## config.mk

```make
export PLATFORM = sky130hd
export DESIGN_NAME = bkv_parser
export DESIGN_NICKNAME = d
export VERILOG_FILES = /design/src/rtl/bkv_pkg.sv /design/src/rtl/bkv_parser.sv
export SDC_FILE = /design/constraint.sdc
export NUM_CORES = 1
export LEC_CHECK = 0
export ABC_AREA = 1
export ABC_CLOCK_PERIOD_IN_PS = 3400
export BUFFER_PORTS_ARGS = -buffer_cell sky130_fd_sc_hd__buf_2
export CAP_MARGIN = 20
export CORE_ASPECT_RATIO = 0.7
export CORE_MARGIN = 1
export CORE_UTILIZATION = 35
export CTS_CLUSTER_SIZE = 30
export DETAILED_ROUTE_END_ITERATION = 8
export GPL_TIMING_DRIVEN = 0
export SKIP_LAST_GASP = 1
export SYNTH_ARGS = -nofsm -noshare
export SYNTH_HDL_FRONTEND = slang
export SYNTH_SLANG_ARGS = --single-unit
```

## constraint.sdc

```tcl
create_clock -name aclk -period 3.4 [get_ports aclk]
set_input_delay 0.68 -clock aclk [delete_from_list [all_inputs] [get_ports aclk]]
set_output_delay 0.68 -clock aclk [all_outputs]
set_load 0.01 [all_outputs]
```

## src/rtl/bkv_pkg.sv

```systemverilog
// ----------------------------------------------------------------------------
// bkv_pkg
// Shared types, constants and helpers for the binary key-value blob checker.
// ----------------------------------------------------------------------------
`default_nettype none

package bkv_pkg;

    // Item carried on the input channel
    typedef struct packed {
        logic [7:0] byte_value;
        logic       last_byte;
    } bkv_in_t;

    // Item carried on the result channel
    typedef struct packed {
        logic       blob_valid;
        logic [2:0] error_kind;
        logic       has_nonzero_data;
    } bkv_out_t;

    // Limits handed from the register block to the parser
    typedef struct packed {
        logic [7:0]  depth_limit;
        logic [19:0] node_limit;
    } bkv_cfg_t;

    // Register port geometry
    localparam int CFG_DATA_W = 32;
    localparam int CFG_ADDR_W = 3;

    localparam logic [7:0]  DEPTH_LIMIT_RST = 8'd128;
    localparam logic [19:0] NODE_LIMIT_RST  = 20'd100000;

    // Register indexes (byte address / 4)
    typedef enum logic [0:0] {
        REG_DEPTH_LIMIT = 1'b0,
        REG_NODE_LIMIT  = 1'b1
    } bkv_reg_idx_t;

    // Type tags
    localparam logic [7:0] TAG_SECTION = 8'h00;
    localparam logic [7:0] TAG_STRING  = 8'h01;
    localparam logic [7:0] TAG_INT     = 8'h02;
    localparam logic [7:0] TAG_FLOAT   = 8'h03;
    localparam logic [7:0] TAG_U64     = 8'h07;
    localparam logic [7:0] TAG_END     = 8'h08;
    localparam logic [7:0] TAG_I64     = 8'h0A;

    localparam logic [7:0] NUL_BYTE = 8'h00;

    // Fixed value lengths in bytes
    localparam logic [3:0] SHORT_VALUE_BYTES = 4'd4;
    localparam logic [3:0] LONG_VALUE_BYTES  = 4'd8;

    // Length of the watched node name
    localparam logic [2:0] DATA_NAME_LEN = 3'd4;

    typedef enum logic [2:0] {
        VK_SECTION = 3'd0,
        VK_STRING  = 3'd1,
        VK_INT     = 3'd2,
        VK_FLOAT   = 3'd3,
        VK_U64     = 3'd4,
        VK_I64     = 3'd5,
        VK_UNKNOWN = 3'd6
    } bkv_kind_t;

    typedef enum logic [2:0] {
        ERR_NONE  = 3'd0,
        ERR_TRUNC = 3'd1,
        ERR_TAG   = 3'd2,
        ERR_DEEP  = 3'd3,
        ERR_NODES = 3'd4
    } bkv_err_t;

    typedef enum logic [3:0] {
        PH_TAG    = 4'b0001,
        PH_NAME   = 4'b0010,
        PH_STRING = 4'b0100,
        PH_FIXED  = 4'b1000
    } bkv_phase_t;

    // Characters of the name "data"
    function automatic logic [7:0] data_name_char(input logic [1:0] idx);
        logic [7:0] ch;
        case (idx)
            2'd0:    ch = 8'h64;
            2'd1:    ch = 8'h61;
            2'd2:    ch = 8'h74;
            default: ch = 8'h61;
        endcase
        return ch;
    endfunction

    // Map a type tag onto its value kind
    function automatic bkv_kind_t tag_to_kind(input logic [7:0] tag);
        bkv_kind_t kind;
        unique case (tag)
            TAG_SECTION: kind = VK_SECTION;
            TAG_STRING:  kind = VK_STRING;
            TAG_INT:     kind = VK_INT;
            TAG_FLOAT:   kind = VK_FLOAT;
            TAG_U64:     kind = VK_U64;
            TAG_I64:     kind = VK_I64;
            default:     kind = VK_UNKNOWN;
        endcase
        return kind;
    endfunction

endpackage : bkv_pkg

`default_nettype wire

```

## src/rtl/bkv_parser.sv

```systemverilog
// ----------------------------------------------------------------------------
// bkv_parser
// Per-byte parse state: phase, nesting depth, node count, name match and
// running flags. One byte is taken per step; the last byte yields a verdict.
// ----------------------------------------------------------------------------
`default_nettype none

module bkv_parser
    import bkv_pkg::*;
(
    input  wire logic    aclk,
    input  wire logic    aresetn,
    input  wire logic    step_en,
    input  wire bkv_in_t in_item,
    input  wire bkv_cfg_t cfg,
    output bkv_out_t     result
);

    bkv_phase_t  phase_reg, phase_next;
    bkv_kind_t   kind_reg, kind_next;
    logic [7:0]  depth_reg, depth_next;
    logic [19:0] count_reg, count_next;
    logic [2:0]  match_step_reg, match_step_next;
    logic        mismatch_reg, mismatch_next;
    logic [3:0]  bytes_left_reg, bytes_left_next;
    logic        value_nz_reg, value_nz_next;
    logic        data_nz_reg, data_nz_next;
    bkv_err_t    err_reg, err_next;
    logic        ended_reg, ended_next;

    logic [7:0]  b;
    logic [20:0] count_inc;
    logic        count_over;
    logic [8:0]  depth_inc;
    logic        depth_over;
    logic [7:0]  fixed_byte;
    logic [3:0]  fixed_left;
    logic        fixed_nz;
    bkv_err_t    verdict;
    logic        data_nz_final;

    assign b          = in_item.byte_value;
    assign count_inc  = {1'b0, count_reg} + 21'd1;
    assign count_over = count_inc > {1'b0, cfg.node_limit};
    assign depth_inc  = {1'b0, depth_reg} + 9'd1;
    assign depth_over = depth_inc > {1'b0, cfg.depth_limit};

    // Drop the float sign bit on the final value byte
    assign fixed_byte = (bytes_left_reg == 4'd1 && kind_reg == VK_FLOAT) ?
                        {1'b0, b[6:0]} : b;
    assign fixed_left = (bytes_left_reg != 4'd0) ? bytes_left_reg - 4'd1 : bytes_left_reg;
    assign fixed_nz   = value_nz_reg | (fixed_byte != NUL_BYTE);

    // Advance the parse by one byte, then clear on the last byte
    always_comb begin
        phase_next      = phase_reg;
        kind_next       = kind_reg;
        depth_next      = depth_reg;
        count_next      = count_reg;
        match_step_next = match_step_reg;
        mismatch_next   = mismatch_reg;
        bytes_left_next = bytes_left_reg;
        value_nz_next   = value_nz_reg;
        data_nz_next    = data_nz_reg;
        err_next        = err_reg;
        ended_next      = ended_reg;
        verdict         = ERR_NONE;

        if (step_en && err_reg == ERR_NONE && !ended_reg) begin
            unique case (phase_reg)
                PH_TAG: begin
                    if (b == TAG_END) begin
                        if (depth_reg == 8'd0) begin
                            ended_next = 1'b1;
                        end else begin
                            depth_next = depth_reg - 8'd1;
                            if (count_over) begin
                                err_next = ERR_NODES;
                            end else begin
                                count_next = count_inc[19:0];
                            end
                        end
                    end else begin
                        kind_next       = tag_to_kind(b);
                        match_step_next = 3'd0;
                        mismatch_next   = 1'b0;
                        phase_next      = PH_NAME;
                    end
                end
                PH_NAME: begin
                    if (b != NUL_BYTE) begin
                        if (!mismatch_reg && match_step_reg < DATA_NAME_LEN &&
                            b == data_name_char(match_step_reg[1:0])) begin
                            match_step_next = match_step_reg + 3'd1;
                        end else begin
                            mismatch_next = 1'b1;
                        end
                    end else begin
                        if (match_step_reg != DATA_NAME_LEN) begin
                            mismatch_next = 1'b1;
                        end
                        value_nz_next = 1'b0;
                        case (kind_reg)
                            VK_SECTION: begin
                                if (depth_over) begin
                                    err_next = ERR_DEEP;
                                end else begin
                                    depth_next = depth_inc[7:0];
                                    phase_next = PH_TAG;
                                end
                            end
                            VK_STRING: phase_next = PH_STRING;
                            VK_INT, VK_FLOAT: begin
                                bytes_left_next = SHORT_VALUE_BYTES;
                                phase_next      = PH_FIXED;
                            end
                            VK_U64, VK_I64: begin
                                bytes_left_next = LONG_VALUE_BYTES;
                                phase_next      = PH_FIXED;
                            end
                            default: err_next = ERR_TAG;
                        endcase
                    end
                end
                PH_STRING: begin
                    if (b == NUL_BYTE) begin
                        value_nz_next = 1'b0;
                        if (count_over) begin
                            err_next = ERR_NODES;
                        end else begin
                            count_next = count_inc[19:0];
                        end
                        phase_next = PH_TAG;
                    end
                end
                PH_FIXED: begin
                    value_nz_next   = fixed_nz;
                    bytes_left_next = fixed_left;
                    if (fixed_left == 4'd0) begin
                        if (count_over) begin
                            err_next = ERR_NODES;
                        end else begin
                            count_next = count_inc[19:0];
                            if (!mismatch_reg && fixed_nz) begin
                                data_nz_next = 1'b1;
                            end
                        end
                        phase_next = PH_TAG;
                    end
                end
                default: ;
            endcase
        end

        // Judge the blob on its last byte
        verdict = err_next;
        if (err_next == ERR_NONE && !ended_next &&
            !(phase_next == PH_TAG && depth_next == 8'd0)) begin
            verdict = ERR_TRUNC;
        end
        data_nz_final = data_nz_next;

        if (step_en && in_item.last_byte) begin
            phase_next      = PH_TAG;
            kind_next       = VK_SECTION;
            depth_next      = 8'd0;
            count_next      = 20'd0;
            match_step_next = 3'd0;
            mismatch_next   = 1'b0;
            bytes_left_next = 4'd0;
            value_nz_next   = 1'b0;
            data_nz_next    = 1'b0;
            err_next        = ERR_NONE;
            ended_next      = 1'b0;
        end
    end

    assign result.blob_valid       = (verdict == ERR_NONE);
    assign result.error_kind       = verdict;
    assign result.has_nonzero_data = (verdict == ERR_NONE) & data_nz_final;

    // Hold the parse state
    always_ff @(posedge aclk) begin
        if (!aresetn) begin
            phase_reg      <= PH_TAG;
            kind_reg       <= VK_SECTION;
            depth_reg      <= 8'd0;
            count_reg      <= 20'd0;
            match_step_reg <= 3'd0;
            mismatch_reg   <= 1'b0;
            bytes_left_reg <= 4'd0;
            value_nz_reg   <= 1'b0;
            data_nz_reg    <= 1'b0;
            err_reg        <= ERR_NONE;
            ended_reg      <= 1'b0;
        end else begin
            phase_reg      <= phase_next;
            kind_reg       <= kind_next;
            depth_reg      <= depth_next;
            count_reg      <= count_next;
            match_step_reg <= match_step_next;
            mismatch_reg   <= mismatch_next;
            bytes_left_reg <= bytes_left_next;
            value_nz_reg   <= value_nz_next;
            data_nz_reg    <= data_nz_next;
            err_reg        <= err_next;
            ended_reg      <= ended_next;
        end
    end

    // A recorded error holds until the blob ends
    assert property (@(posedge aclk) disable iff (!aresetn)
        (err_reg != ERR_NONE && !(step_en && in_item.last_byte)) |=> $stable(err_reg))
        else $error("parse error code changed before the end of the blob");

    // The last byte returns the parser to its idle state
    assert property (@(posedge aclk) disable iff (!aresetn)
        (step_en && in_item.last_byte) |=>
            (phase_reg == PH_TAG && depth_reg == 8'd0 && count_reg == 20'd0 &&
             err_reg == ERR_NONE && !ended_reg && !data_nz_reg))
        else $error("parse state not cleared after the last byte");

    // The blob can only end at the top level
    assert property (@(posedge aclk) disable iff (!aresetn)
        ended_reg |-> (depth_reg == 8'd0))
        else $error("top-level end seen while nested");

    // The name matcher never runs past the watched name
    assert property (@(posedge aclk) disable iff (!aresetn)
        match_step_reg <= DATA_NAME_LEN)
        else $error("name match step out of range");

endmodule : bkv_parser

`default_nettype wire

```

## Word level (Yosys, flattened, before mapping)

Cells that the tools add are included.

| word-level totals | value |
|---|---|
| flip-flop bits (word level) | 49 |
| bits of input ports | 40 |
| output and inout port bits | 5 |
| logic and storage cells | 158 |

| cells by class | value |
|---|---|
| $add $sub $neg | 5 |
| magnitude comparators | 3 |
| equality and inequality tests | 31 |
| muxes and demuxes | 63 |
| bitwise logic cells | 4 |
| reductions and logical operators | 41 |

Operators by type and width:

| kind | number |
|---|---|
| $mux 20 | 5 |
| $mux 8 | 10 |
| $pmux 20 s3 | 1 |
| $mux 3 | 12 |
| $mux 4 | 8 |
| $logic_not 8->1 | 3 |
| $add 20x1->21 const B | 1 |
| $gt 21x20->1 | 1 |
| $pmux 3 s6 | 1 |
| $eq 8x2->1 const B | 2 |
| $eq 8x4->1 const B | 2 |
| $ne 2x2->1 const B | 8 |
| $pmux 4 s2 | 2 |
| $pmux 4 s4 | 1 |
| $pmux 8 s2 | 1 |
| $reduce_bool 8->1 | 2 |
| $mux 1 | 15 |
| $eq 4x1->1 const B | 3 |
| $logic_not 3->1 | 4 |
| $pmux 3 s2 | 2 |
| $pmux 3 s4 | 1 |
| $pmux 4 s3 | 1 |
| $logic_and 1x1->1 | 10 |
| $pmux 5 s2 | 1 |
| 36 further kinds | 50 |

## Longest topological paths before layout

Gate-level depths: netlist of run 1.

| logic depth | value |
|---|---|
| word-level depth | 14 |
| mapped depth | 27 |
| depth with buffers taken out | 27 |

## Least setup slack after synthesis of run 1

Ideal clock, no wire load.

| timing path | value |
|---|---|
| path type | register to output |
| from | register count_reg[0] |
| to | output result[4] (netlist bit) |
| arrival time | 3.110 ns |
| required time | 2.720 ns |
| path slack | -0.390 ns |
| stages on the path, launching flop included | 25 |
| path buffers | 0 |
| cell sequence | dfxtp_1 -> ha_1 -> nand3_2 -> nor2_2 -> nand3_2 -> inv_2 -> nand3_2 -> nor3_4 -> nand2_2 -> nor3_2 -> nand3_1 -> xor2_1 -> ha_1 -> a21oi_1 -> nor2_1 -> a211oi_1 -> nand2_1 -> nand2_1 -> nand2_1 -> nand2_1 -> nand2_1 -> nor3b_2 -> nand2_2 -> nand2_2 -> inv_1 |

RTL lines:

| element | RTL line | source |
|---|---|---|
| start: declaration | bkv_parser.sv:22 | `logic [19:0] count_reg, count_next;` |
| start signal: assignment | bkv_parser.sv:200 | `count_reg <= count_next;` |
| end: declaration | bkv_parser.sv:16 | `output bkv_out_t result` |

==> results.ini, run 1 <==
[timing]
fmax_mhz = 224.7
slew_headroom = 0.4547
finalClockSkew_ns = 0.009058
rsz0062_at_grt = yes
setup_violations = 26
fin_setup_tns_ns = -22.61
period_needed_ns = 4.451
fin_crit_sh = 1.309
setup_ws_ns = -1.051
worst_pin_slew_ns = 0.8118
slew_viol_final = 0
hold_viol = 0

[grt]
grt.total_usage = 0.1985
antenna_found_initial = 0
grt_pass1_wl_um = 19520
overflow = 0
grt_pass1_vias = 4058
grt_max_degree = 17

[routing]
route.met2.wl_um = 5315
drt_iter0_markers = 349
drt_wl_total_um = 12630
via_per_inst = 5.028
met3_length_um = 829
drc = 0
drtAntennaViolNets = 0
vias = 4545
wl_per_cell_um = 13.97
firstDrtPassIters = 5
dr.max_layer_used = met4
drt-met1-wl_um = 6402

[setup_path]
critPathSlowestCell = dfxtp_4
path_max_fanout = 3
critical_path_depth = 24
max_stage_delay_ns = 0.37
reg2reg_depth = 31
end_kind = primary output
crit_chain = buf_6 -> nand3_4 -> nor3_4 -> nand3_2 -> nor3_4 -> nand2_2 -> nor3_4 -> nand3_2 -> xor2_2 -> inv_2 -> ha_4 -> inv_4 -> nor2_4 -> a211oi_2 -> nand2_2 -> nand2_4 -> nand2_4 -> nand2_4 -> nand2_4 -> nor3b_2 -> nand2_2 -> nand2_4 -> nor2_4 -> buf_6
cp-start-kind = flop
cp_top_family = simple AND/OR/NAND/NOR gates
path_buf_inv = 4
arrival_ns = 3.77
crit_type = flop to primary output
critPathRequiredTime_ns = 2.72
cp_common_cell = nand2_4

[place]
place_hpwl_um = 8903
placed_cell_area_um2 = 4643
dp.cells = 845
gp_congestion = 0.9295
port_buffers = 44

[clock_network]
hold_buffers = 0
cts_tree = built
clkTransAtPathRegs_ns = 0.07
htreeDepth = 2
root_buffer = clkbuf_16
clock_path_buffers = 2
numCtsBuffers = 5
clk_latency_ns = 0.30
cts.sinks = 49

[yosys]
ys_types = 47
seq_area_frac_synth = 0.2338
synth-edff-count = 0
synth_top_cell_by_area = dfxtp_1
syn_avg_cell_area_um2 = 6.514
ys_async_sr_fraction = 0
synth_flop_cell = dfxtp_1
synth_area_leaders = dfxtp_1, ha_1, inv_1
yosys_warnings = 0
ys_ff_latch = 49
syn_area_um2 = 4195
synth_fp_nets = 721
synth_top_area_frac = 0.2338
synthesis.instances = 644

[floorplanning]
die_width_um = 132.9
die_area_um2 = 12440
core_area_um2 = 11690
start_util = 0.3590
dieHeight_um = 93.60
io_pins = 45
rows = 33

[worst_hold_path]
min_path_cells = 2
hp-class = flop to flop

[run_status]
status = complete, but fails checks
violations = negative setup slack

[power_and_ir_drop]
vdd_ir_drop_max_mv = 0.2205
leakage_uw = 0.002794
powerDensity_nw_per_um2 = 336.7

[final_layout]
stdcell_count = 904
fin_nets = 823
final_common_cell = inv_1
largest_reg_flops = 20
filler_cell_count = 1106
drive_gt1_frac = 0.3052
stdcell_area_um2 = 5777
num_antenna_cells = 0
final-seq-area_um2 = 1002
final_cell_mix = inv_1, nand2_1, nor2_1, dfxtp_1
syn_to_final_growth_pct = 37.70
multi_input_area_um2 = 3152

[flow_run]
maxCapViolations = 0

-- cell type report --
class | count | share of cell area
Tap cell | 157 | 0.03400
Buffer | 10 | 0.01559
Multi-Input combinational cell | 468 | 0.5456
Inverter | 117 | 0.07689
Clock buffer | 5 | 0.02166
Sequential cell | 49 | 0.1735
Timing Repair Buffer | 95 | 0.1289
Clock inverter | 3 | 0.003899
-- where the power goes --
part | internal, uW | switching, uW
logic | 319 | 455
registers | 616 | 44.6
clock network | 273 | 237
total | 1210 | 737
-- cells by family after synthesis --
group / count (synthesis) / share of synthesized area
adder cells (fa/ha/maj): 37 / 0.1103
XOR/XNOR: 24 / 0.05010
AND/OR/NAND/NOR: 288 / 0.3263
AO/OA/AOI/OAI: 119 / 0.1602
buffers and inverters: 127 / 0.1193
flip-flops: 49 / 0.2338
-- synth_stat cells (4+ instances only) --
library cell / n
a211oi_1: 5
a21oi_1: 52
buf_4: 4
dfxtp_1: 49
ha_1: 37
inv_1: 111
inv_2: 5
nand2_1: 101
nand2_2: 12
nand3_1: 39
nand3_2: 5
nand4_1: 13
nor2_1: 83
nor2_2: 4
nor2_4: 4
nor3_1: 12
nor3_2: 5
o211ai_1: 4
o21ai_0: 40
xor2_1: 23
-- timing repair --
item                                    in CTS  in global routing
pin swaps                                   16                 42
buffers inserted                            26                 23
gates cloned                                 4                  0
resized for setup                           66                 82
endpoints found under the setup margin      25                 26
-- worst reg2reg max path, delay by kind of cell, from the launching register on --
kind	cells	cell delay (ns)
fa+ha+maj	1	0.32
buf+inv	14	1.71
simple gates	12	1.43
compound gates	3	0.34
xor+xnor	1	0.16
flops	1	0.37
-- final timing paths --
| kind | endpoint | start | slack, ns |
|---|---|---|---|
| setup / recovery | result[0] | count_reg[0] | -1.05 |
| hold / removal | value_nz_reg | value_nz_reg | 0.47 |
| setup reg to reg | count_reg[15] | count_reg[0] | -1.01 |
| hold reg to reg | value_nz_reg | value_nz_reg | 0.47 |
-- layer usage --
layer	vias to the layer above	global-route usage
li1	2301	-
met1	2108	0.2966
met2	127	0.2884
met3	9	0.03523
met4	0	0.04885
met5	-	0
-- through the flow --
step / hold WS [ns] / power [uW] / setup slack [ns] / util
6_report: 0.4716 / 1945 / -1.051 / 0.4944
3_5_place_dp: 0.4630 / 1195 / -0.8500 / 0.3974
3_3_place_gp: 0.4517 / 1183 / -0.8120 / 0.3974
4_1_cts: 0.4750 / 1850 / -0.9725 / 0.4499
2_1_floorplan: 0.4373 / 1042 / -0.2691 / -
5_1_grt: 0.5072 / 2056 / -1.258 / 0.4944
(Power assumes the default switching activity.)
==> run 2: changes to the inputs <==
BUFFER_PORTS_ARGS = default   (was -buffer_cell sky130_fd_sc_hd__buf_2)
DONT_BUFFER_PORTS = 1   (was default)
==> run 2 against run 1 <==
Net effect: the run still ends with negative setup slack left; total power rose by 1.6%; wire length fell by 4.2%; register-to-register slack improved by 1.0 ns; via count fell by 4.6%; fmax rose by 6.0%; largest cell class unchanged; highest routed layer unchanged.
==> results.ini, run 2 (synthesized netlist as in run 1, its figures left out) <==
[run_status]
status = complete, but fails checks
violations = negative setup slack

[floorplanning]
start_util = 0.3590  ; unchanged
rows = 33  ; unchanged
core_area_um2 = 11690  ; unchanged
die_width_um = 132.9  ; unchanged
io_pins = 45  ; unchanged
dieHeight_um = 93.60  ; unchanged
die_area_um2 = 12440  ; unchanged

[grt]
grt_max_degree = 15  ; -2
antenna_found_initial = 0  ; unchanged
overflow = 0  ; unchanged
grt.total_usage = 0.1910  ; -0.007457
grt_pass1_wl_um = 18710  ; -4.2%
grt_pass1_vias = 3779  ; -6.9%

[setup_path]
regToRegSetupSlack_ns = -0.01  ; +1.00 ns
crit_type = flop to primary output
r2r-start = count_reg[0]
critPathSlowestCell = dfxtp_4
arrival_ns = 3.52  ; -0.25 ns
reg2reg_to = count_reg[8]
reg2reg_depth = 23  ; -26%
path_max_fanout = 3  ; unchanged
cp_common_cell = nand2_2
critPathRequiredTime_ns = 2.72  ; about the same
cp-start-kind = flop
crit_chain = ha_4 -> nand3_4 -> nor2_4 -> nand3_2 -> inv_2 -> nand3_4 -> nor3_4 -> nand2_2 -> nor3_4 -> nand3_2 -> xor2_2 -> ha_4 -> a21oi_4 -> nor2_2 -> a211oi_2 -> nand2_1 -> nand2_2 -> nand2_2 -> nand2_2 -> nand2_4 -> nor3b_2 -> nand2_2 -> nand2_4 -> inv_2
max_stage_delay_ns = 0.37  ; about the same
end_kind = primary output

[final_layout]
drive_gt1_frac = 0.2572  ; -0.04804
stdcell_count = 853  ; -5.6%
final_cell_mix = inv_1, nand2_1, nor2_1, dfxtp_1, a21oi_1
stdcell_area_um2 = 5466  ; -5.4%
fin_nets = 772  ; -6.2%
syn_to_final_growth_pct = 30.30
num_antenna_cells = 0  ; unchanged
final_common_cell = inv_1
largest_reg_flops = 20  ; unchanged

[power_and_ir_drop]
power_uw = 1976  ; +1.6%
leakage_uw = 0.002576  ; -7.8%
powerDensity_nw_per_um2 = 361.4  ; +7.3%
vdd_ir_drop_max_mv = 0.2731  ; +24%

[worst_hold_path]
hp-class = flop to flop
min_path_cells = 2  ; unchanged
whs_endpoint = match_step_reg[2]
hold_start = match_step_reg[2]

[flow_run]
maxCapViolations = 0  ; unchanged

[routing]
drt_wl_total_um = 12100  ; -4.2%
firstDrtPassIters = 5  ; unchanged
via_per_inst = 5.082  ; +1.1%
drtAntennaViolNets = 0  ; unchanged
drt_iter0_markers = 369  ; +5.7%
drc = 0  ; unchanged
vias = 4335  ; -4.6%
wl_per_cell_um = 14.18  ; +1.5%

[clock_network]
cts.sinks = 49  ; unchanged
cts_tree = built
numCtsBuffers = 5  ; unchanged
clkTransAtPathRegs_ns = 0.07  ; about the same
clk_latency_ns = 0.30  ; about the same
root_buffer = clkbuf_16
htreeDepth = 2  ; unchanged
clock_path_buffers = 2  ; unchanged

[place]
dp.cells = 801  ; -5.2%
port_buffers = 0  ; -100%
gp_congestion = 0.9257  ; -0.41%
placed_cell_area_um2 = 4423  ; -4.7%
place_hpwl_um = 8645  ; -2.9%

[timing]
setup_violations = 5  ; -81%
setup_ws_ns = -0.7995  ; +0.2511 ns
fmax_mhz = 238.1  ; +6.0%
finalClockSkew_ns = 0.009591  ; +0.0005328 ns
period_needed_ns = 4.199  ; -0.2511 ns
slew_viol_final = 0  ; unchanged
slew_headroom = 0.4602  ; +0.005499
fin_crit_sh = 1.235  ; -0.07385
worst_pin_slew_ns = 0.8036  ; -0.008187 ns
hold_viol = 0  ; unchanged
rsz0062_at_grt = yes

-- run 2: final cells by class --
class / instances / area, um^2
Tap cell: 157 / 196.4
Inverter: 117 / 439.2
Clock buffer: 7 / 142.6
Buffer: 9 / 75.07
Clock inverter: 1 / 30.03
Fill cell: 1081 / 6218
Multi-Input combinational cell: 468 / 3158
Sequential cell: 49 / 1001
Timing Repair Buffer: 45 / 424.2
-- run 2: per-layer routing --
| layer | vias up | track usage | share of wire |
|---|---|---|---|
| met4 | 0 | 0.03352 | 0.011 |
| met1 | 1985 | 0.2848 | 0.50 |
| li1 | 2195 | - | - |
| met3 | 14 | 0.03740 | 0.068 |
| met5 | - | 0 | 0 |
| met2 | 141 | 0.2818 | 0.42 |
-- run 2: repair_timing --
item                                    CTS  global route
gates cloned                              3             1
endpoints found under the setup margin   26            26
buffers inserted                         31            19
gates resized for setup                  51            88
hold buffers                              0             0
pin swaps                                25            31
-- run 2: worst max path at each step --
stage,start,to,cells past startpoint
2_1_floorplan,count_reg[0],result[4],24
3_3_place_gp,count_reg[0],result[4],24
3_5_place_dp,count_reg[0],result[4],24
4_1_cts,count_reg[0],result[0],24
5_1_grt,count_reg[1],result[4],24
6_report,count_reg[0],result[4],24
-- run 2: report_power, final --
| part | leakage [uW] | total [uW] | switching, uW | internal [uW] |
|---|---|---|---|---|
| registers | 0.000402 | 662 | 44.0 | 617 |
| clock network | 0.0000841 | 599 | 230 | 368 |
| logic | 0.00209 | 715 | 436 | 279 |
| total | 0.00258 | 1980 | 711 | 1260 |
-- run 2: per-stage QoR --
| step | worst slack, ns | TNS (ns) | utilization | hold slack (ns) |
|---|---|---|---|---|
| 2_1_floorplan | -0.2691 | -0.7614 | - | 0.4373 |
| 5_1_grt | -1.033 | -7.999 | 0.4678 | 0.5073 |
| 3_3_place_gp | -0.7571 | -3.465 | 0.3785 | 0.4527 |
| 4_1_cts | -0.9550 | -19.83 | 0.4333 | 0.4819 |
| 3_5_place_dp | -0.8502 | -5.390 | 0.3785 | 0.4725 |
| 6_report | -0.7995 | -2.723 | 0.4678 | 0.4803 |
-- run 2: critical path, delay by kind of cell, from the launching register on --
family | cells | cell delay, ns
fa+ha+maj | 2 | 0.39
compound gates | 2 | 0.35
flops | 1 | 0.37
xor+xnor | 1 | 0.22
buf+inv | 2 | 0.14
simple gates | 17 | 1.74
